**config.mk**
```make
export PLATFORM = sky130hd
export DESIGN_NAME = gnb_mul
export DESIGN_NICKNAME = d
export VERILOG_FILES = /design/src/design/gnb_pkg.sv /design/src/design/gnb_mul.sv
export SDC_FILE = /design/constraint.sdc
export NUM_CORES = 2
export LEC_CHECK = 0
export BUFFER_PORTS_ARGS = -buffer_cell sky130_fd_sc_hd__buf_2
export CORE_UTILIZATION = 54
export CTS_CLUSTER_DIAMETER = 150
export CTS_CLUSTER_SIZE = 12
export DETAILED_ROUTE_END_ITERATION = 7
export PLACE_DENSITY_LB_ADDON = 0.05
export SETUP_SLACK_MARGIN = 0.5
export SYNTH_ARGS = -nofsm -noshare
export SYNTH_HDL_FRONTEND = slang
export SYNTH_SLANG_ARGS = --single-unit
```
**constraint.sdc**
```tcl
create_clock -name i_clk -period 10.6 [get_ports i_clk]
set_input_delay 0.53 -clock i_clk [delete_from_list [all_inputs] [get_ports i_clk]]
set_output_delay 0.53 -clock i_clk [all_outputs]
set_load 0.03 [all_outputs]
```
**src/design/gnb_pkg.sv**
```systemverilog
// gnb_pkg: shared types, request codes, state encodings and saturating helpers
// for the group normalization backward engine; no dependencies
`timescale 1ns / 1ps
`default_nettype none

package gnb_pkg;

    localparam int FRAC_BITS   = 16;
    localparam int RECIP_SHIFT = 31;
    localparam int GRP_DEPTH   = 64;
    localparam int CH_DEPTH    = 64;
    localparam int GRP_AW      = $clog2(GRP_DEPTH);
    localparam int CH_AW       = $clog2(CH_DEPTH);

    typedef logic signed [47:0] t_q48;
    typedef logic signed [31:0] t_q32;

    localparam t_q48 SAT_HI = 48'sh7FFF_FFFF_FFFF;
    localparam t_q48 SAT_LO = 48'sh8000_0000_0000;

    // request codes
    typedef enum logic [2:0] {
        REQ_BEGIN  = 3'd0,
        REQ_STATS  = 3'd1,
        REQ_GAMMA  = 3'd2,
        REQ_PASS1  = 3'd3,
        REQ_PASS2  = 3'd4,
        REQ_RD_CH  = 3'd5,
        REQ_RD_GRP = 3'd6,
        REQ_NONE   = 3'd7
    } t_req;

    // result kinds
    typedef enum logic [1:0] {
        KIND_DX  = 2'd0,
        KIND_CH  = 2'd1,
        KIND_GRP = 2'd2
    } t_kind;

    // configuration register indexes
    localparam logic [2:0] CFG_BATCH  = 3'd0;
    localparam logic [2:0] CFG_GROUPS = 3'd1;
    localparam logic [2:0] CFG_CPG    = 3'd2;
    localparam logic [2:0] CFG_SPAT   = 3'd3;
    localparam logic [2:0] CFG_LAYOUT = 3'd4;

    typedef enum logic [2:0] {
        ST_IDLE  = 3'd0,
        ST_RECIP = 3'd1,
        ST_READ  = 3'd2,
        ST_CALC  = 3'd3,
        ST_WRITE = 3'd4,
        ST_OUT   = 3'd5
    } t_state;

    // access request into the table store
    typedef struct packed {
        logic              re;
        logic [GRP_AW-1:0] g_addr;
        logic [CH_AW-1:0]  c_addr;
        logic              stat_we;
        logic              gsum_we;
        logic              gam_we;
        logic              csum_we;
        logic              clear;
        t_q32              mean;
        t_q32              inv;
        t_q48              ds;
        t_q48              db;
        t_q32              gamma;
        t_q48              dg;
        t_q48              dbeta;
    } t_store_req;

    // registered read data from the table store
    typedef struct packed {
        t_q32 mean;
        t_q32 inv;
        t_q48 ds;
        t_q48 db;
        t_q32 gamma;
        t_q48 dg;
        t_q48 dbeta;
    } t_store_rd;

    // saturating 48-bit add or subtract
    function automatic t_q48 sat_add(input t_q48 a, input t_q48 b, input logic sub);
        logic signed [48:0] s;
        s = sub ? ({a[47], a} - {b[47], b}) : ({a[47], a} + {b[47], b});
        if (s[48] != s[47]) begin
            return s[48] ? SAT_LO : SAT_HI;
        end
        return s[47:0];
    endfunction

    function automatic t_q48 sext32(input t_q32 v);
        return {{16{v[31]}}, v};
    endfunction

endpackage

`default_nettype wire

```
**src/design/gnb_mul.sv**
```systemverilog
// gnb_mul: shared sequential 48x48 signed multiplier, four 24x24 partials,
// truncating right shift and 48-bit saturation; uses gnb_pkg
`timescale 1ns / 1ps
`default_nettype none

module gnb_mul
    import gnb_pkg::*;
(
    input  wire logic i_clk,
    input  wire logic i_rst_n,
    input  wire logic i_start,
    input  wire t_q48 i_a,
    input  wire t_q48 i_b,
    input  wire logic i_long,
    output logic      o_done,
    output t_q48      o_p
);

    logic [47:0] r_ua, r_ub;
    logic        r_neg, r_long, r_busy, r_done;
    logic [2:0]  r_cnt;
    logic [95:0] r_acc;
    t_q48        r_p;

    logic [23:0] pa, pb;
    logic [47:0] prod;
    logic [95:0] part, shr;
    logic        big;
    t_q48        fin;

    // one partial product per cycle
    always_comb begin
        pa   = r_cnt[0] ? r_ua[47:24] : r_ua[23:0];
        pb   = r_cnt[1] ? r_ub[47:24] : r_ub[23:0];
        prod = pa * pb;
        case (r_cnt[1:0])
            2'd0:    part = {48'd0, prod};
            2'd3:    part = {prod, 48'd0};
            default: part = {24'd0, prod, 24'd0};
        endcase
    end

    // shift magnitude, apply sign and saturate
    always_comb begin
        shr = r_long ? (r_acc >> RECIP_SHIFT) : (r_acc >> FRAC_BITS);
        if (r_neg) begin
            big = (|shr[95:48]) || (shr[47] && (|shr[46:0]));
            fin = big ? SAT_LO : t_q48'(48'd0 - shr[47:0]);
        end else begin
            big = |shr[95:47];
            fin = big ? SAT_HI : t_q48'(shr[47:0]);
        end
    end

    // control
    always_ff @(posedge i_clk) begin
        if (!i_rst_n) begin
            r_busy <= 1'b0;
            r_done <= 1'b0;
            r_cnt  <= 3'd0;
        end else begin
            r_done <= 1'b0;
            if (i_start) begin
                r_busy <= 1'b1;
                r_cnt  <= 3'd0;
            end else if (r_busy) begin
                if (r_cnt == 3'd4) begin
                    r_busy <= 1'b0;
                    r_done <= 1'b1;
                end else begin
                    r_cnt <= r_cnt + 3'd1;
                end
            end
        end
    end

    // datapath
    always_ff @(posedge i_clk) begin
        if (i_start) begin
            r_ua   <= i_a[47] ? (48'd0 - i_a) : i_a;
            r_ub   <= i_b[47] ? (48'd0 - i_b) : i_b;
            r_neg  <= i_a[47] ^ i_b[47];
            r_long <= i_long;
            r_acc  <= 96'd0;
        end else if (r_busy) begin
            if (r_cnt == 3'd4) begin
                r_p <= fin;
            end else begin
                r_acc <= r_acc + part;
            end
        end
    end

    assign o_done = r_done;
    assign o_p    = r_p;

endmodule

`default_nettype wire

```
[Word-level counts from Yosys, hierarchy flattened]
Cells that the tools add are included.
Word-level totals
  bits in registers: 247
  bits in latches: 0
  RAM bits: 0
  bits in read-only memories: 0
  bits of input ports: 100
  output and inout port bits: 49
  memories kept: 0
Cells by class
  $add $sub $neg: 5
  $mul: 1
  divide/modulo/power cells: 0
  order comparisons: 0
  equal/unequal tests: 2
  shift operators: 0
  muxes and demuxes: 13
  bitwise gates (word level): 5
  reduce and logical (&&, ||, !) cells: 10
Operators by type and width (count)
  96-bit case mux with 2 select lines: 1
  48-bit 2-to-1 mux: 3
  1-bit by 48-bit subtractor with 48-bit output (first input constant): 3
  96-bit adder: 1
  47-bit 2-to-1 mux: 2
  80-bit 2-to-1 mux: 1
  49-bit OR reduction: 1
  24-bit by 24-bit multiplier with 48-bit output: 1
  24-bit 2-to-1 mux: 2
  48-bit OR reduction: 1
  47-bit OR reduction: 1
  1-bit 2-to-1 mux: 4
  1-bit inverter: 4
  3-bit by 1-bit adder with 3-bit output (second input constant): 1
  3-bit == test (second input constant): 1
  3-bit AND reduction: 1
  3-bit OR reduction: 1
  2-bit == test (second input constant): 1
  2-bit logical NOT: 1
  2-bit AND reduction: 1
  2-bit OR reduction: 1
  1-bit logical AND: 1
  1-bit logical OR: 1
  1-bit bitwise XOR: 1

[Longest topological paths before layout]
  depth in word-level cells: 6
  depth in mapped cells: 45
  mapped depth without buffers: 40

[Worst setup path before layout]
No wires, ideal clock.
  path kind: register to register
  start point: reg r_cnt[0]
  end point: reg r_acc[87]
  arrival time: 10738 ps
  required time: 10537 ps
  setup slack: -200 ps
  stages on the path, launching flop included: 41
  path buffers: 6
  path through: dfxtp_1 -> clkbuf_1 -> clkbuf_1 -> clkbuf_1 -> mux2i_1 -> clkbuf_1 -> nor2_1 -> fa_1 -> inv_1 -> fa_1 -> inv_1 -> fa_1 -> fa_1 -> fa_1 -> fa_1 -> inv_1 -> fa_1 -> inv_1 -> (+5 left out) -> nand3_1 -> a31oi_1 -> o21ai_0 -> and3_1 -> a221oi_1 -> xnor2_1 -> a22o_1 -> ha_1 -> clkbuf_1 -> nand4_1 -> nor3_1 -> o21ai_0 -> a2111oi_0 -> nor2_1 -> o21a_1 -> o21a_1 -> or4_1 -> nand3_1
Between the ends
  word-level cells in the longest chain between the ends: 4
  elaborated cells between the ends (all ways): 9
Ends and longest elaborated chain
  from (decl): line gnb_mul.sv:21  | logic [2:0] r_cnt;
  from (signal assigned): line gnb_mul.sv:71  | r_cnt <= r_cnt + 3'd1;
  24-bit 2-to-1 mux: line gnb_mul.sv:33  | pa = r_cnt[0] ? r_ua[47:24] : r_ua[23:0];
  24-bit by 24-bit multiplier with 48-bit output: line gnb_mul.sv:35  | prod = pa * pb;
  96-bit case mux with 2 select lines: line gnb_mul.sv:36  | case (r_cnt[1:0])
  96-bit adder: line gnb_mul.sv:89  | r_acc <= r_acc + part;
  to (signal assigned): line gnb_mul.sv:89
  to (decl): line gnb_mul.sv:22  | logic [95:0] r_acc;
Parallel ways exist; a longest one is shown, timed or not.
A chain may end at the register's enable or synchronous reset.

[Worst setup path in the final report]
  start point: reg r_cnt[0]
  end point: reg r_acc[95]
The elaborated chain is that of the path after synthesis.

==> summary.txt <==
status -> complete, no violations
clock buffer depth -> 3
grt ovf -> 0
crit end category -> flop
initial antenna violation count -> 4
Synth Register Bits -> 247
max-cap viol count -> 0
CP max-delay cell -> fa_2
CP top delay family -> adder cells
die boundary width -> 267 um
CTS tree -> done
first-pass GRT wire length -> 199000 um
Die Y -> 267 um
DRT Pass-1 Iters -> 7
Synth Instances -> 4520
Hold WC Path Type -> primary input to flop
YS warnings -> 0
final setup fails -> 0
most common cell in the netlist -> nand2_1
Relative slew margins -> 0.182
Area contributors post-synth -> fa_1 25%, edfxtp_1 12%, ha_1 9.1%
syn_nets -> 5378
total detailed-routing wirelength -> 137000 um
clock sinks -> 247
Inserted Clock Buffers -> 24
top cell type's share of synthesized area -> 0.255
CP Data Required Time -> 11.12 ns
Detailed Place HPWL -> 110000 um
I/O pin cnt -> 149
Yosys top cell by area -> fa_1
fin nets -> 6100
CP Class -> flop to flop
port bufs -> 148
Worst-path clk slew -> 0.07 ns
crit path time final -> 10.51 ns
Clk Latency, worst-skew pair -> 0.60 ns
Post-synth EDFFs -> 146
Synth Cell Area -> 38000 um^2
GPL Wtd Cong -> 1.05
row count -> 96
Hold-fix buffers, CTS -> 0
largest net degree at the start of global routing -> 84
crit-path max cell delay -> 0.58 ns
post-synth cell types -> 80
share of post-route cells with drive strength above 1 -> 0.260
Worst Skew -> 0.0531 ns
FFs w/ async S/R, synth -> 0
Syn Area/Cell -> 8.40 um^2
Critical path buffers and inverters -> 16
crit path max fanout -> 6
htree depth -> 1
core area -> 69100 um^2
unrepaired setup endpoints after global routing -> yes
fmax -> 95.1 MHz
clock root buffer -> clkbuf_16
total track usage -> 0.370
WL per Instance -> 22.1 um
vias per cell -> 5.86
Antenna Violating Nets Remaining -> 0
DR vias -> 36300
Starting Density -> 0.550
synth cell count leaders -> 630 x nand2_1, 617 x inv_1, 483 x fa_1
final hold vios -> 0
Top FF cell, synth -> edfxtp_1
crit path DAT -> 11.04 ns
fin crit share -> 0.992
Max Slew Vio Count -> 0
Worst Tran Pin Value -> 1.22 ns
Starting DRT DRC Count -> 3588
sequential-to-total area share from yosys stat -> 0.169
final hold slack -> 0.121 ns
P&R area growth vs syn -> 27.8%
die area -> 71400 um^2
vias in the first global route -> 34200
Post-route DRC -> 0
critical path launch point type -> flop
## area by class of cell
type / instances / area, um^2
fill: 5561 / 20500
clock buffer: 40 / 671
tap: 931 / 1160
inverter: 617 / 2320
antenna: 2 / 5.00
sequential: 247 / 6410
timing repair buffer: 924 / 7220
clock inverter: 2 / 21.3
multi-input combinational: 3428 / 30700
## sequential cells by signal (all words and copies together), names as in the netlist
| register | flops |
|---|---|
| r_ua | 48 |
| o_done | 1 |
| r_busy | 1 |
| r_acc | 96 |
| o_p | 48 |
| r_neg | 1 |
| r_cnt | 3 |
| r_ub | 48 |
| r_long | 1 |
## logic make-up (layout without fill, tap and decap cells)
group	after synthesis	count (layout)	synth area share
flip-flops	247	247	0.169
XOR/XNOR	220	220	0.0507
multiplexers	137	139	0.0379
buffers and inverters	847	1583	0.0844
adder cells (fa/ha/maj)	758	758	0.345
AND/OR/NAND/NOR	1438	1438	0.168
other	0	2	0
AO/OA/AOI/OAI	873	873	0.145
## what timing repair did
action	CTS	global route
buffers inserted	52	70
gates cloned	6	3
resized for setup	173	383
endpoints found under the setup margin	49	61
pin swaps	58	190
## path summary, 6_finish.rpt
check | start | to | slack (ns) | cells after the start
hold reg to reg | r_acc[8] | r_acc[8] | 0.46 | 2
hold / removal | i_long | r_long | 0.12 | 1
setup / recovery | r_cnt[0] | r_acc[95] | 0.09 | 45
setup reg to reg | r_cnt[0] | r_acc[95] | 0.09 | 45
## through the flow
step	cells	TNS (ns)	utilization	cell area (um^2)	worst slack (ns)
floorplan	4520	0	-	38100	0.517
global placement	6016	-3.55	0.638	44100	-0.401
detailed placement	6016	-6.42	0.638	44100	-0.481
CTS	6116	0	0.667	46100	0.211
global route	6189	-1.16	0.703	48500	-0.217
finish	6191	0	0.703	48500	0.0854
## layout by cell type (no fill, tap or decap), drive strengths merged, types with 22 or more instances in the layout
cell type  count
buf          923
nand2        630
inv          617
fa           483
nor2         421
ha           275
a21oi        259
o21ai        213
xnor2        173
edfxtp       146
dfxtp        101
a21o          84
mux2i         84
and2          59
mux2          55
nand4         54
nand3         50
xor2          47
nor3          44
o31ai         42
clkbuf        41
a22o          34
o21bai        33
a22oi         32
or3           29
a31oi         29
or4           25
o21a          24
nand2b        22
## metal layers
| metal | GRT usage | routed length (um) |
|---|---|---|
| met1 | 0.531 | 56900 |
| met5 | 0.00832 | 103 |
| met2 | 0.550 | 59100 |
| met3 | 0.0879 | 15700 |
| met4 | 0.110 | 4870 |
Power is left out: the tool's default activity adds up to more than one toggle a clock period on the data nets, which glitch-free logic cannot reach.
