## src/design/gnb_pkg.sv

```systemverilog
// gnb_pkg: shared types, request codes, state encodings and saturating helpers
// for the group normalization backward engine; no dependencies
`timescale 1ns / 1ps
`default_nettype none

package gnb_pkg;

    localparam int FRAC_BITS   = 16;
    localparam int RECIP_SHIFT = 31;
    localparam int GRP_DEPTH   = 64;
    localparam int CH_DEPTH    = 64;
    localparam int GRP_AW      = $clog2(GRP_DEPTH);
    localparam int CH_AW       = $clog2(CH_DEPTH);

    typedef logic signed [47:0] t_q48;
    typedef logic signed [31:0] t_q32;

    localparam t_q48 SAT_HI = 48'sh7FFF_FFFF_FFFF;
    localparam t_q48 SAT_LO = 48'sh8000_0000_0000;

    // request codes
    typedef enum logic [2:0] {
        REQ_BEGIN  = 3'd0,
        REQ_STATS  = 3'd1,
        REQ_GAMMA  = 3'd2,
        REQ_PASS1  = 3'd3,
        REQ_PASS2  = 3'd4,
        REQ_RD_CH  = 3'd5,
        REQ_RD_GRP = 3'd6,
        REQ_NONE   = 3'd7
    } t_req;

    // result kinds
    typedef enum logic [1:0] {
        KIND_DX  = 2'd0,
        KIND_CH  = 2'd1,
        KIND_GRP = 2'd2
    } t_kind;

    // configuration register indexes
    localparam logic [2:0] CFG_BATCH  = 3'd0;
    localparam logic [2:0] CFG_GROUPS = 3'd1;
    localparam logic [2:0] CFG_CPG    = 3'd2;
    localparam logic [2:0] CFG_SPAT   = 3'd3;
    localparam logic [2:0] CFG_LAYOUT = 3'd4;

    typedef enum logic [2:0] {
        ST_IDLE  = 3'd0,
        ST_RECIP = 3'd1,
        ST_READ  = 3'd2,
        ST_CALC  = 3'd3,
        ST_WRITE = 3'd4,
        ST_OUT   = 3'd5
    } t_state;

    // access request into the table store
    typedef struct packed {
        logic              re;
        logic [GRP_AW-1:0] g_addr;
        logic [CH_AW-1:0]  c_addr;
        logic              stat_we;
        logic              gsum_we;
        logic              gam_we;
        logic              csum_we;
        logic              clear;
        t_q32              mean;
        t_q32              inv;
        t_q48              ds;
        t_q48              db;
        t_q32              gamma;
        t_q48              dg;
        t_q48              dbeta;
    } t_store_req;

    // registered read data from the table store
    typedef struct packed {
        t_q32 mean;
        t_q32 inv;
        t_q48 ds;
        t_q48 db;
        t_q32 gamma;
        t_q48 dg;
        t_q48 dbeta;
    } t_store_rd;

    // saturating 48-bit add or subtract
    function automatic t_q48 sat_add(input t_q48 a, input t_q48 b, input logic sub);
        logic signed [48:0] s;
        s = sub ? ({a[47], a} - {b[47], b}) : ({a[47], a} + {b[47], b});
        if (s[48] != s[47]) begin
            return s[48] ? SAT_LO : SAT_HI;
        end
        return s[47:0];
    endfunction

    function automatic t_q48 sext32(input t_q32 v);
        return {{16{v[31]}}, v};
    endfunction

endpackage

`default_nettype wire

```

## src/design/gnb_recip.sv

```systemverilog
// gnb_recip: restoring divider forming round(2^31 / (D*S)), one quotient bit
// per cycle; uses gnb_pkg
`timescale 1ns / 1ps
`default_nettype none

module gnb_recip
    import gnb_pkg::*;
(
    input  wire logic        i_clk,
    input  wire logic        i_rst_n,
    input  wire logic        i_start,
    input  wire logic [18:0] i_div,
    output logic             o_done,
    output logic [31:0]      o_quot
);

    logic [31:0] r_num, r_q;
    logic [18:0] r_rem, r_dv;
    logic [4:0]  r_cnt;
    logic        r_busy, r_done;

    logic [19:0] trial;
    logic        qbit;
    logic [18:0] n_rem;

    // one restoring step
    always_comb begin
        trial = {r_rem, r_num[31]};
        qbit  = (trial >= {1'b0, r_dv});
        n_rem = qbit ? 19'(trial - {1'b0, r_dv}) : trial[18:0];
    end

    always_ff @(posedge i_clk) begin
        if (!i_rst_n) begin
            r_busy <= 1'b0;
            r_done <= 1'b0;
            r_cnt  <= 5'd0;
        end else begin
            r_done <= 1'b0;
            if (i_start) begin
                r_busy <= 1'b1;
                r_cnt  <= 5'd0;
            end else if (r_busy) begin
                r_cnt <= r_cnt + 5'd1;
                if (r_cnt == 5'd31) begin
                    r_busy <= 1'b0;
                    r_done <= 1'b1;
                end
            end
        end
    end

    always_ff @(posedge i_clk) begin
        if (i_start) begin
            r_num <= 32'h8000_0000 + {14'd0, i_div[18:1]};
            r_rem <= 19'd0;
            r_dv  <= i_div;
        end else if (r_busy) begin
            r_num <= {r_num[30:0], 1'b0};
            r_rem <= n_rem;
            r_q   <= {r_q[30:0], qbit};
        end
    end

    assign o_done = r_done;
    assign o_quot = r_q;

endmodule

`default_nettype wire

```

## config.mk

```make
export PLATFORM = sky130hd
export DESIGN_NAME = gnb_recip
export DESIGN_NICKNAME = d
export VERILOG_FILES = /design/src/design/gnb_pkg.sv /design/src/design/gnb_recip.sv
export SDC_FILE = /design/constraint.sdc
export NUM_CORES = 1
export LEC_CHECK = 0
export BUFFER_PORTS_ARGS = -buffer_cell sky130_fd_sc_hd__buf_2
export CORE_ASPECT_RATIO = 1.75
export CORE_MARGIN = 5
export CORE_UTILIZATION = 59
export DETAILED_ROUTE_END_ITERATION = 8
export PLACE_DENSITY = 0.8
export SYNTH_ARGS = -nofsm -noshare
export SYNTH_HDL_FRONTEND = slang
export SYNTH_SLANG_ARGS = --single-unit
```

## constraint.sdc

```tcl
create_clock -name i_clk -period 4.9 [get_ports i_clk]
set_input_delay 1.225 -clock i_clk [delete_from_list [all_inputs] [get_ports i_clk]]
set_output_delay 1.225 -clock i_clk [all_outputs]
set_load 0.005 [all_outputs]
```

Word level (Yosys, flattened, before mapping)
Cells that the tools add are included.
{ "word_totals": {"reg_bits": 109, "elab_cells": 26} }
{ "op_classes": {"n_addsub": 3, "order_cmp": 1, "n_eq_ne": 1, "n_mux": 7, "n_bitwise": 3, "n_reduce_logical": 4} }
{ "op_table": {"columns": ["operator", "n"], "rows": [
  ["$mux W32", 2],
  ["$add A32 B18 Y32 const A", 1],
  ["$ge A20 B19 Y1", 1],
  ["$mux W19", 1],
  ["$sub A19 B19 Y19", 1],
  ["$add A5 B1 Y5 const B", 1],
  ["$eq A5 B5 Y1 const B", 1],
  ["$mux W1", 4],
  ["$not A1 Y1", 3],
  ["$reduce_or A3 Y1", 1],
  ["$reduce_and A2 Y1", 1],
  ["$reduce_bool A2 Y1", 1],
  ["$reduce_or A2 Y1", 1]
]} }

Logic depth before layout (Yosys ltp)
Gate-level depths: netlist (run 1).
{ "logic_depth": {"ltp_word": 4, "depth_mapped": 12, "depth_no_buf": 11} }

Least setup slack after synthesis (run 1)
OpenSTA, ideal clock, no wires.
{ "synth_timing": {"kind": "input-to-reg", "startpoint": "input port i_start", "endpoint": "register r_rem[13]", "arrival_ns": 3.071, "setup_slack_ns": 1.742, "cell_stages": 6, "n_path_buf": 2, "cell_sequence": "nand2b_1 clkbuf_1 clkinv_1 clkbuf_1 a32oi_1 o31ai_1"} }
{ "synth_rtl": {"columns": ["element", "line_no", "source"], "rows": [
  ["from (decl)", "gnb_recip.sv:11", "input wire logic i_start,"],
  ["to (signal assigned)", "gnb_recip.sv:60", "r_rem <= n_rem;"],
  ["to (decl)", "gnb_recip.sv:18", "logic [18:0] r_rem, r_dv;"]
]} }

Worst setup path after layout (run 1)
{ "layout_timing": {"startpoint": "register r_num[31]", "endpoint": "register r_rem[3]"} }
{ "layout_via": {"elab_chain_len": 2, "elab_cells_between_ends": 3} }
{ "layout_lines": {"columns": ["element", "line_no", "source"], "rows": [
  ["from (decl)", "gnb_recip.sv:17", "logic [31:0] r_num, r_q;"],
  ["from (signal assigned)", "gnb_recip.sv:55", "r_num <= 32'h8000_0000 + {14'd0, i_div[18:1]};"],
  ["from (signal assigned)", "gnb_recip.sv:59", "r_num <= {r_num[30:0], 1'b0};"],
  ["$sub A19 B19 Y19 or $ge A20 B19 Y1 (tied branches)", "gnb_recip.sv:30, gnb_recip.sv:29", null],
  ["$mux W19 (*)", "gnb_recip.sv:30", "n_rem = qbit ? 19'(trial - {1'b0, r_dv}) : trial[18:0];"]
]} }
Every way passes the cells marked *; elsewhere a longest branch is shown, timed or not.
A chain may end at the register's enable or synchronous reset.

==> results of run 1 <==
-- power groups by stage --
stage	Clock, mW	Combinational [mW]	Sequential (mW)
after CTS	0.715	0.188	1.08
after global placement	0	0.180	1.10
after floorplan	0	0.132	1.09
after global routing	0.752	0.208	1.08
after detailed placement	0	0.186	1.10
final	0.697	0.187	1.08
-- flip-flops by register name (all words and copies together) (netlist names) --
register  count
r_num        32
o_quot       32
r_busy        1
r_rem        19
o_done        1
r_cnt         5
r_dv         19
-- worst max-delay path: stages, from the launching register on --
cell	delay, ps
edfxtp_1	340
inv_1	40
ha_1	210
fa_1	400
nand2b_1	200
a21oi_1	210
nor2_1	140
o21a_1	210
a21o_1	160
buf_4	210
or3_1	390
a311oi_1	290
-- routing by layer --
layer	vias to the layer above	routed length (um)
li1	1536	-
met3	36	392
met5	-	0
met1	1500	3540
met2	101	4270
met4	0	441
-- kinds of logic after synthesis --
group	synth area share (%)
compound gates	10.4
xor+xnor	2.89
fa+ha+maj	5.84
buf+inv	3.44
flops	62.2
mux	4.78
simple gates	10.4
-- synthesized netlist by cell type (3+ instances only) --
library cell  instances  area [um^2]
nand3_1              11         55.1
a21oi_1              16         80.1
nor2b_1              17          106
nand4_1               5         31.3
o21ai_0              18         90.1
ha_1                 21          263
mux2_2               17          191
mux2i_1               4         40.0
o21a_1                3         22.5
o31ai_1               3         22.5
clkbuf_1             11         41.3
a21o_1                4         30.0
inv_1                25         93.8
nor2_1               21         78.8
xnor2_1               6         52.6
nand2_1              26         97.6
xor2_1               10         87.6
o311ai_0              5         43.8
a311oi_1              4         35.0
dfxtp_1              26          521
edfxtp_1             83         2490
nand2b_1              8         50.1
a32oi_1               8         70.1
-- cells in the final DEF (no fill, tap or decap), types with 4 or more instances in the layout --
cell type	n
edfxtp_1	83
buf_2	54
nand2_1	26
dfxtp_1	26
inv_1	25
nor2_1	21
ha_1	21
o21ai_0	18
mux2_2	17
nor2b_1	17
a21oi_1	16
nand3_1	11
xor2_1	10
clkbuf_16	9
nand2b_1	8
a32oi_1	8
xnor2_1	6
nand4_1	5
o311ai_0	5
buf_4	5
a21o_1	4
mux2i_1	4
a311oi_1	4
-- through the flow --
step	total power, mW	cells
5_1_grt	2.04	535
3_3_place_gp	1.28	519
3_5_place_dp	1.28	519
6_report	1.96	535
4_1_cts	1.98	535
2_1_floorplan	1.22	384
-- area by class of cell --
type	instances	area [um^2]
Sequential cell	109	3010
Fill cell	591	2470
Multi-Input combinational cell	234	1660
Timing Repair Buffer	59	308
Clock buffer	10	229
Tap cell	90	113
Inverter	27	101
Clock inverter	6	62.6
-- final timing paths --
check	startpoint	to	depth (start not counted)
min	o_quot[10]	o_quot[11]	0
min reg2reg	o_quot[10]	o_quot[11]	0
max	r_num[31]	r_rem[3]	11
max reg2reg	r_num[31]	r_rem[3]	11
==> summary.txt, run 1 <==
Synthesis
  • Syn_nets: ~430
  • Register area share after synthesis: between 60% and 70%
  • Mapped cell area: approximately 4800 um^2
  • Synth cell types: between 40 and 50
  • Post-synth EDFFs: just over 80
  • Synth warn: 0
  • Async S/R FF share, synth: 0%
  • Post-Synthesis Cells: approximately 380
  • Ys flop type: edfxtp_1
  • Avg Inst Size Synth: between 10 and 15 um^2
  • Synthesized flop and latch total: around 110

CTS
  • Worst skew pair latency: 350 ps
  • CTS tree: built
  • CTS Buf Count: 9
  • Clock slew at reported path FFs: 70 ps
  • Gates resized, CTS repair: 0
  • H-tree depth: 3
  • Postcts setup bufs: 0
  • CTS Sinks: roughly 110
  • Root buf cell: clkbuf_16
  • CTS Hold Bufs: 0
  • Max clock buf depth: 2

Power and ir drop
  • Combinational share of power: approximately a tenth
  • Sw Ratio: approximately 22%
  • P_sw: around 430 uW
  • Clk network pwr share: roughly 36%
  • P_int: 1.53 mW
  • Sequential share of power: between 50 and 60%
  • Cell Pwr Density: about 360 nW/um^2
  • Leakage power: approximately 2.2 nW
  • Max VDD drop: 0.301 mV

Floorplanning
  • Io pins: 55
  • Die W: between 70 and 80 um
  • Core ar.: around 8000 um^2
  • Starting Density: 60.8%
  • Die Height: 130 um
  • # rows: 43
  • Die ar.: 10200 um^2

STA
  • Hold_ws: about 450 ps
  • Peak Freq: approximately 0.34 GHz
  • Final setup fails: 0
  • Final worst setup slack: 1990 ps
  • Tmin final: 2910 ps
  • Max Slew Vio Count: 0
  • Layout Skew: roughly 7.5 ps
  • RSZ-0062 raised after global routing: no
  • Final Hold Viols: 0
  • Final period util: between 50% and 60%
  • Slew margin rel.: 51.8%
  • Setup TNS: 0 ps
  • Tightest Pin Transition: 716 ps

Critical path
  • Crit-path max FO: 27
  • Critical path arrival: about 3200 ps
  • Critical path type: reg -> reg
  • Worst Setup Start Kind: flop
  • Flop-to-flop setup slack: approximately 2000 ps
  • Crit path capture type: flop
  • CP Data Required Time: 5150 ps

Global route
  • Tot GR Track Use: between 10% and 20%
  • Vias in the first global route: between 3k and 4k
  • GR Layer Usage met2: between 20 and 30%
  • Top Usage Layer GRT: met2
  • Initial antenna violation count: 0
  • Routing usage on met1: between 20 and 25%
  • Global-route wire length before repair: roughly 14000 um
  • Pin count of the biggest net entering global routing: roughly 60
  • Congestion Overflow GR: 0
  • M3 GR Usage: ~3.5%

Detailed routing
  • Starting DRC count in detailed routing: between 200 and 250
  • Initial DRT Pass Iterations: 4
  • DR DRC count: 0
  • Remaining antenna violation count: 0
  • Routed wire length: 8640 um
  • Via/cell ratio: about 6
  • Total number of vias: 3173
  • Routed WL per cell: around 16 um

Finish
  • Fin nets: approximately 480
  • Share of layout cells above drive strength 1: around a fifth
  • Post-route cell area: between 5000 and 6000 um^2
  • Final Core Density: 68.9%
  • Antenna diodes: 0
  • Area growth syn-to-layout: 13.4%

Worst hold path
  • Tightest Hold Check Type: reg -> reg

Placement
  • Placement Cell Area: a little over 5000 um^2
  • Pre-CTS setup slack: roughly 2000 ps
  • Final GP Congestion: 0.828
  • Port Buf Inserts: 54
  • Post-DP HPWL: roughly 6300 um

Flow run
  • Max_cap viols: 0

Outcome
  • Run status: finished clean
(Power assumes the default switching activity.)
==> run 2, diff against run 1 <==
CORE_UTILIZATION = 58   (was 59)
PLACE_DENSITY = 0.79   (was 0.8)
clock period = 2.8 ns   (was 4.9 ns; I/O delays follow)
==> summary.txt, run 2 (synthesis gave the netlist of run 1 again) <==
Critical path
  • Critical path arrival: 2860 ps (-290 ps)
  • Worst setup path endpoint: r_rem[3]
  • Crit-path cells: inv_1 -> ha_1 -> fa_1 -> nand2b_1 -> a21oi_1 -> nor2_1 -> o21a_1 -> a21o_1 -> or3_1 -> a311oi_1
  • Critical Path Start: r_num[31]
  • CP delay by family, top: compound AO/OA/AOI/OAI gates
  • CP Data Required Time: 3050 ps (-2100 ps)
  • Reg-to-Reg End: r_rem[3]
  • Worst Setup Start Kind: flop
  • Critical path type: reg -> reg
  • Flop-to-flop setup slack: 200 ps (-1800 ps)
  • Buf/Inv on CP: 1 (-1)
  • Crit path capture type: flop
  • Crit-path max FO: 4 (-85%)
  • Critical-path top delay cell: fa_1
  • Reg2Reg Launch Point: r_num[31]
  • Max incr delay on CP: 380 ps (-20 ps)
  • R2R cell count: 10 (-1)
  • Crit path depth: 10 (-1)

Detailed routing
  • Routed WL per cell: 16.4 um (+1.7%)
  • Total number of vias: 3172 (-0.032%)
  • Via/cell ratio: 5.85 (-1.3%)
  • Initial DRT Pass Iterations: 4 (unchanged)
  • Starting DRC count in detailed routing: 198 (-7.5%)
  • Highest metal used: met4
  • DR DRC count: 0 (unchanged)
  • Remaining antenna violation count: 0 (unchanged)
  • Met3 WL: 400 um (+2.0%)
  • Wire length on met2: 4690 um (+9.8%)
  • Routed wire length: 8900 um (+3.0%)
  • M1 wire length: 3420 um (-3.4%)

Finish
  • Antenna diodes: 0 (unchanged)
  • Fillers: 637 (+7.8%)
  • Area growth syn-to-layout: 14.4%
  • Fin nets: 489 (+1.0%)
  • Share of layout cells above drive strength 1: 21.8% (+1.1 points)
  • Most frequent cells in the layout: 83 x edfxtp_1, 54 x buf_2, 26 x nand2_1, 26 x dfxtp_1, 25 x inv_1
  • Commonest non-fill, non-tap cell in the layout: edfxtp_1

Power and ir drop
  • Sequential share of power: 55.5% (+0.6 points)
  • Max VDD drop: 0.465 mV (+54%)
  • Combinational share of power: 10.0% (+0.5 points)
  • P_sw: 769 uW (+78%)
  • P_int: 2.62 mW (+71%)
  • Cell Pwr Density: 612 nW/um^2 (+71%)
  • Sw Ratio: 22.7% (+0.61 points)
  • Leakage power: 2.20 nW (+1.4%)
  • Pwr Total: 3.39 mW (+73%)
  • Clk network pwr share: 34.5% (-1.0 points)

Placement
  • Port Buf Inserts: 54 (unchanged)
  • Post-DP HPWL: 6590 um (+5.4%)
  • Final GP Congestion: 0.861 (+4.1%)

Global route
  • Initial antenna violation count: 0 (unchanged)
  • Tot GR Track Use: 18.8% (+0.64 points)
  • Pin count of the biggest net entering global routing: 59 (unchanged)
  • Congestion Overflow GR: 0 (unchanged)
  • Vias in the first global route: 3135 (+0.48%)
  • Global-route wire length before repair: 14700 um (+2.6%)

STA
  • Tightest Pin Transition: 464 ps (-252 ps)
  • Tmin final: 2600 ps (-302 ps)
  • Setup TNS: 0 ps (unchanged)
  • Final setup fails: 0 (unchanged)
  • Final Hold Viols: 0 (unchanged)
  • Slew margin rel.: 68.8% (+17 points)
  • RSZ-0062 raised after global routing: no
  • Max Slew Vio Count: 0 (unchanged)
  • Peak Freq: 0.384 GHz (+12%)
  • Final period util: 93.0% (+34 points)
  • Layout Skew: 7.86 ps (+0.325 ps)

Floorplanning
  • Core ar.: 8260 um^2 (+3.7%)
  • Io pins: 55 (unchanged)
  • Starting Density: 58.6% (-2.2 points)
  • Die W: 79.1 um (+0.75%)
  • # rows: 44 (+2.3%)
  • Die Height: 131 um (+0.79%)
  • Die ar.: 10300 um^2 (+1.6%)

CTS
  • Worst skew pair latency: 350 ps (about the same)
  • H-tree depth: 3 (unchanged)
  • CTS Sinks: 109 (unchanged)
  • CTS Buf Count: 9 (unchanged)
  • Gates resized, CTS repair: 0 (unchanged)
  • CTS tree: built
  • Root buf cell: clkbuf_16
  • Max clock buf depth: 2 (unchanged)
  • CTS Hold Bufs: 0 (unchanged)
  • Clock slew at reported path FFs: 60 ps (about the same)
  • Postcts setup bufs: 0 (unchanged)

Flow run
  • Max_cap viols: 0 (unchanged)

Worst hold path
  • Tightest Hold Check Type: reg -> reg

Outcome
  • Run status: finished clean
[run 2: cell count changes in the layout (fill, tap and decap cells not counted), sizes merged]
cell	delta
buf	+5
inv	+1
clkinvlp	-1
clkbuf	+1
bufinv	-1
[run 2: power by group through the flow]
stage / Combinational (mW) / Sequential [mW] / Clock [mW]
2_1_floorplan: 0.232 / 1.91 / 0
3_3_place_gp: 0.327 / 1.91 / 0
3_5_place_dp: 0.340 / 1.92 / 0
4_1_cts: 0.341 / 1.88 / 1.20
5_1_grt: 0.378 / 1.89 / 1.28
6_report: 0.339 / 1.88 / 1.17
[run 2: per-stage QoR]
step / area, um^2 / std cells / hold WS, ps / utilization [%] / setup WS (ps)
5_1_grt: 5540 / 542 / 460 / 67.1 / 16.1
3_3_place_gp: 5260 / 526 / 429 / 63.7 / 271
6_report: 5540 / 542 / 446 / 67.1 / 196
3_5_place_dp: 5260 / 526 / 427 / 63.7 / 188
2_1_floorplan: 4840 / 384 / 452 / - / 167
4_1_cts: 5540 / 542 / 450 / 67.1 / 192
[run 2: routing by layer]
layer	up-vias	global-route usage [%]
li1	1541	-
met1	1509	20.8
met2	98	31.5
met3	24	4.05
met4	0	14.2
met5	-	0
[run 2: how the worst min path moves through the flow]
stage | startpoint | endpoint | slack (ps) | cells past startpoint
after floorplan | o_quot[9] | o_quot[10] | 450 | 0
after global placement | o_quot[2] | o_quot[3] | 430 | 0
after detailed placement | o_quot[25] | o_quot[26] | 430 | 0
after CTS | o_quot[7] | o_quot[8] | 450 | 0
after global routing | o_quot[8] | o_quot[9] | 460 | 0
final | o_quot[7] | o_quot[8] | 450 | 0
[run 2: worst register-to-register path, delay by kind of cell, from the launching register on]
family,cells,cell delay (ps)
fa+ha+maj,2,590
compound gates,4,860
buf+inv,1,50
simple gates,3,680
flops,1,340
[run 2: cell type report]
class	count	area [um^2]	area share, %
Clock inverter	5	35.0	0.632
Clock buffer	11	243	4.38
Multi-Input combinational cell	234	1660	30.0
Sequential cell	109	3010	54.4
Inverter	27	101	1.83
Timing Repair Buffer	64	370	6.68
Tap cell	92	115	2.08
==> run 3, diff against run 2 <==
PLACE_DENSITY = 0.82   (was 0.79)
==> summary.txt, run 3 (synthesis gave the netlist of run 1 again) <==
CTS
  • CTS Sinks: 109 (unchanged)
  • H-tree depth: 3 (unchanged)
  • Worst skew pair latency: 340 ps (about the same)
  • Clock slew at reported path FFs: 70 ps (about the same)
  • Root buf cell: clkbuf_16
  • CTS Hold Bufs: 0 (unchanged)
  • CTS tree: built
  • CTS Buf Count: 9 (unchanged)
  • Max clock buf depth: 2 (unchanged)

Power and ir drop
  • Leakage power: 2.20 nW (+0.21%)
  • Cell Pwr Density: 614 nW/um^2 (+0.35%)
  • Max VDD drop: 0.598 mV (+29%)
  • Pwr Total: 3.40 mW (+0.42%)

STA
  • Peak Freq: 0.385 GHz (+0.37%)
  • Final Hold Viols: 0 (unchanged)
  • Hold_ws: 446 ps (+0.245 ps)
  • Final worst setup slack: 205 ps (+9.57 ps)
  • Final setup fails: 0 (unchanged)
  • Max Slew Vio Count: 0 (unchanged)
  • Tmin final: 2590 ps (-9.57 ps)
  • Layout Skew: 6.97 ps (-0.884 ps)
  • Tightest Pin Transition: 482 ps (+18.0 ps)
  • RSZ-0062 raised after global routing: no
  • Setup TNS: 0 ps (unchanged)
  • Slew margin rel.: 67.6% (-1.2 points)
  • Final period util: 92.7% (-0.34 points)

Critical path
  • Max incr delay on CP: 430 ps (+50 ps)
  • Critical-path top delay cell: a2111o_1
  • CP most frequent cell: o21ai_0
  • CP Data Required Time: 3010 ps (-40 ps)
  • R2R cell count: 8 (-2)
  • CP delay by family, top: compound AO/OA/AOI/OAI gates
  • Buf/Inv on CP: 1 (unchanged)
  • Crit-path max FO: 7 (+3)
  • Critical path arrival: 2800 ps (-60 ps)
  • Crit-path cells: inv_1 -> ha_1 -> a2111o_1 -> o21ai_0 -> o221a_2 -> nor4bb_1 -> a311oi_1 -> o21ai_0
  • Crit path capture type: flop
  • Critical path type: reg -> reg
  • Worst Setup Start Kind: flop
  • Crit path depth: 8 (-2)

Finish
  • Most frequent cells in the layout: 83 x edfxtp_1, 54 x buf_2, 26 x nand2_1, 26 x dfxtp_1, 25 x inv_1
  • Post-route cell area: 5540 um^2 (about the same)
  • Fin nets: 490 (+0.20%)
  • Area growth syn-to-layout: 14.5% (about the same)
  • Fillers: 607 (-4.7%)
  • Share of layout cells above drive strength 1: 22.0% (+0.17 points)
  • Finished Layout Cells: 543 (+0.18%)
  • Commonest non-fill, non-tap cell in the layout: edfxtp_1
  • Final Core Density: 67.1% (about the same)
  • Antenna diodes: 0 (unchanged)

Global route
  • Tot GR Track Use: 18.3% (-0.46 points)
  • Vias in the first global route: 3096 (-1.2%)
  • Pin count of the biggest net entering global routing: 45 (-24%)
  • Congestion Overflow GR: 0 (unchanged)
  • Initial antenna violation count: 0 (unchanged)
  • M3 GR Usage: 3.02% (-1.0 points)
  • Top Usage Layer GRT: met2
  • Global-route wire length before repair: 14600 um (-0.66%)
  • GR Layer Usage met2: 32.3% (+0.79 points)
  • Routing usage on met1: 21.0% (+0.21 points)

Floorplanning
  • # rows: 44 (unchanged)
  • Die W: 79.1 um (unchanged)
  • Io pins: 55 (unchanged)
  • Starting Density: 58.6% (unchanged)
  • Die ar.: 10300 um^2 (unchanged)
  • Die Height: 131 um (unchanged)
  • Core ar.: 8260 um^2 (unchanged)

Worst hold path
  • Worst hold path depth: 0 (unchanged)
  • Tightest Hold Check Type: reg -> reg

Detailed routing
  • Initial DRT Pass Iterations: 4 (unchanged)
  • Routed WL per cell: 16.7 um (+1.7%)
  • Remaining antenna violation count: 0 (unchanged)
  • Total number of vias: 3153 (-0.60%)
  • DR DRC count: 0 (unchanged)
  • Via/cell ratio: 5.81 (-0.78%)
  • Starting DRC count in detailed routing: 174 (-12%)
  • Routed wire length: 9070 um (+1.9%)

Placement
  • Pre-CTS setup slack: 194 ps (+5.59 ps)
  • Final GP Congestion: 0.900 (+4.4%)
  • Port Buf Inserts: 54 (unchanged)
  • Placed cells: 527 (+0.19%)
  • Placement Cell Area: 5260 um^2 (about the same)
  • Post-DP HPWL: 6520 um (-1.1%)

Outcome
  • Run status: finished clean

Flow run
  • Max_cap viols: 0 (unchanged)
## run 3: final timing paths
path / from / end / slack (ps)
setup / recovery: r_dv[6] / r_rem[17] / 210
hold / removal: o_quot[7] / o_quot[8] / 450
setup reg to reg: r_dv[6] / r_rem[17] / 210
hold reg to reg: o_quot[7] / o_quot[8] / 450
## run 3: final cells by class
class | count | area, um^2 | area share [%]
repair buffers | 65 | 365 | 6.59
inverters | 27 | 101 | 1.83
clock buffers | 13 | 260 | 4.69
clock inverters | 3 | 22.5 | 0.406
multi-input cells | 234 | 1670 | 30.1
well taps | 92 | 115 | 2.08
flip-flops and latches | 109 | 3010 | 54.3
## run 3: worst reg2reg max path: stages (launching register included)
cell      delay (ps)
edfxtp_1         320
inv_1             40
ha_1             370
a2111o_1         430
o21ai_0          400
o221a_2          360
nor4bb_1          70
a311oi_1         310
o21ai_0          150
## run 3: repair_timing
item,in CTS,in global routing
buffers inserted,0,0
endpoints found under the setup margin,0,2
endpoints found under the hold margin,0,0
gates resized for setup,0,2
## run 3: power by group
group	total, mW	internal (mW)	switching (mW)
Sequential	1.88	1.85	0.0358
Clock	1.18	0.654	0.526
Combinational	0.342	0.144	0.198
## run 3: layer usage
metal	vias to the layer above	routed length (um)
li1	1535	-
met1	1515	3580
met2	83	4820
met3	20	375
met4	0	288
met5	-	0
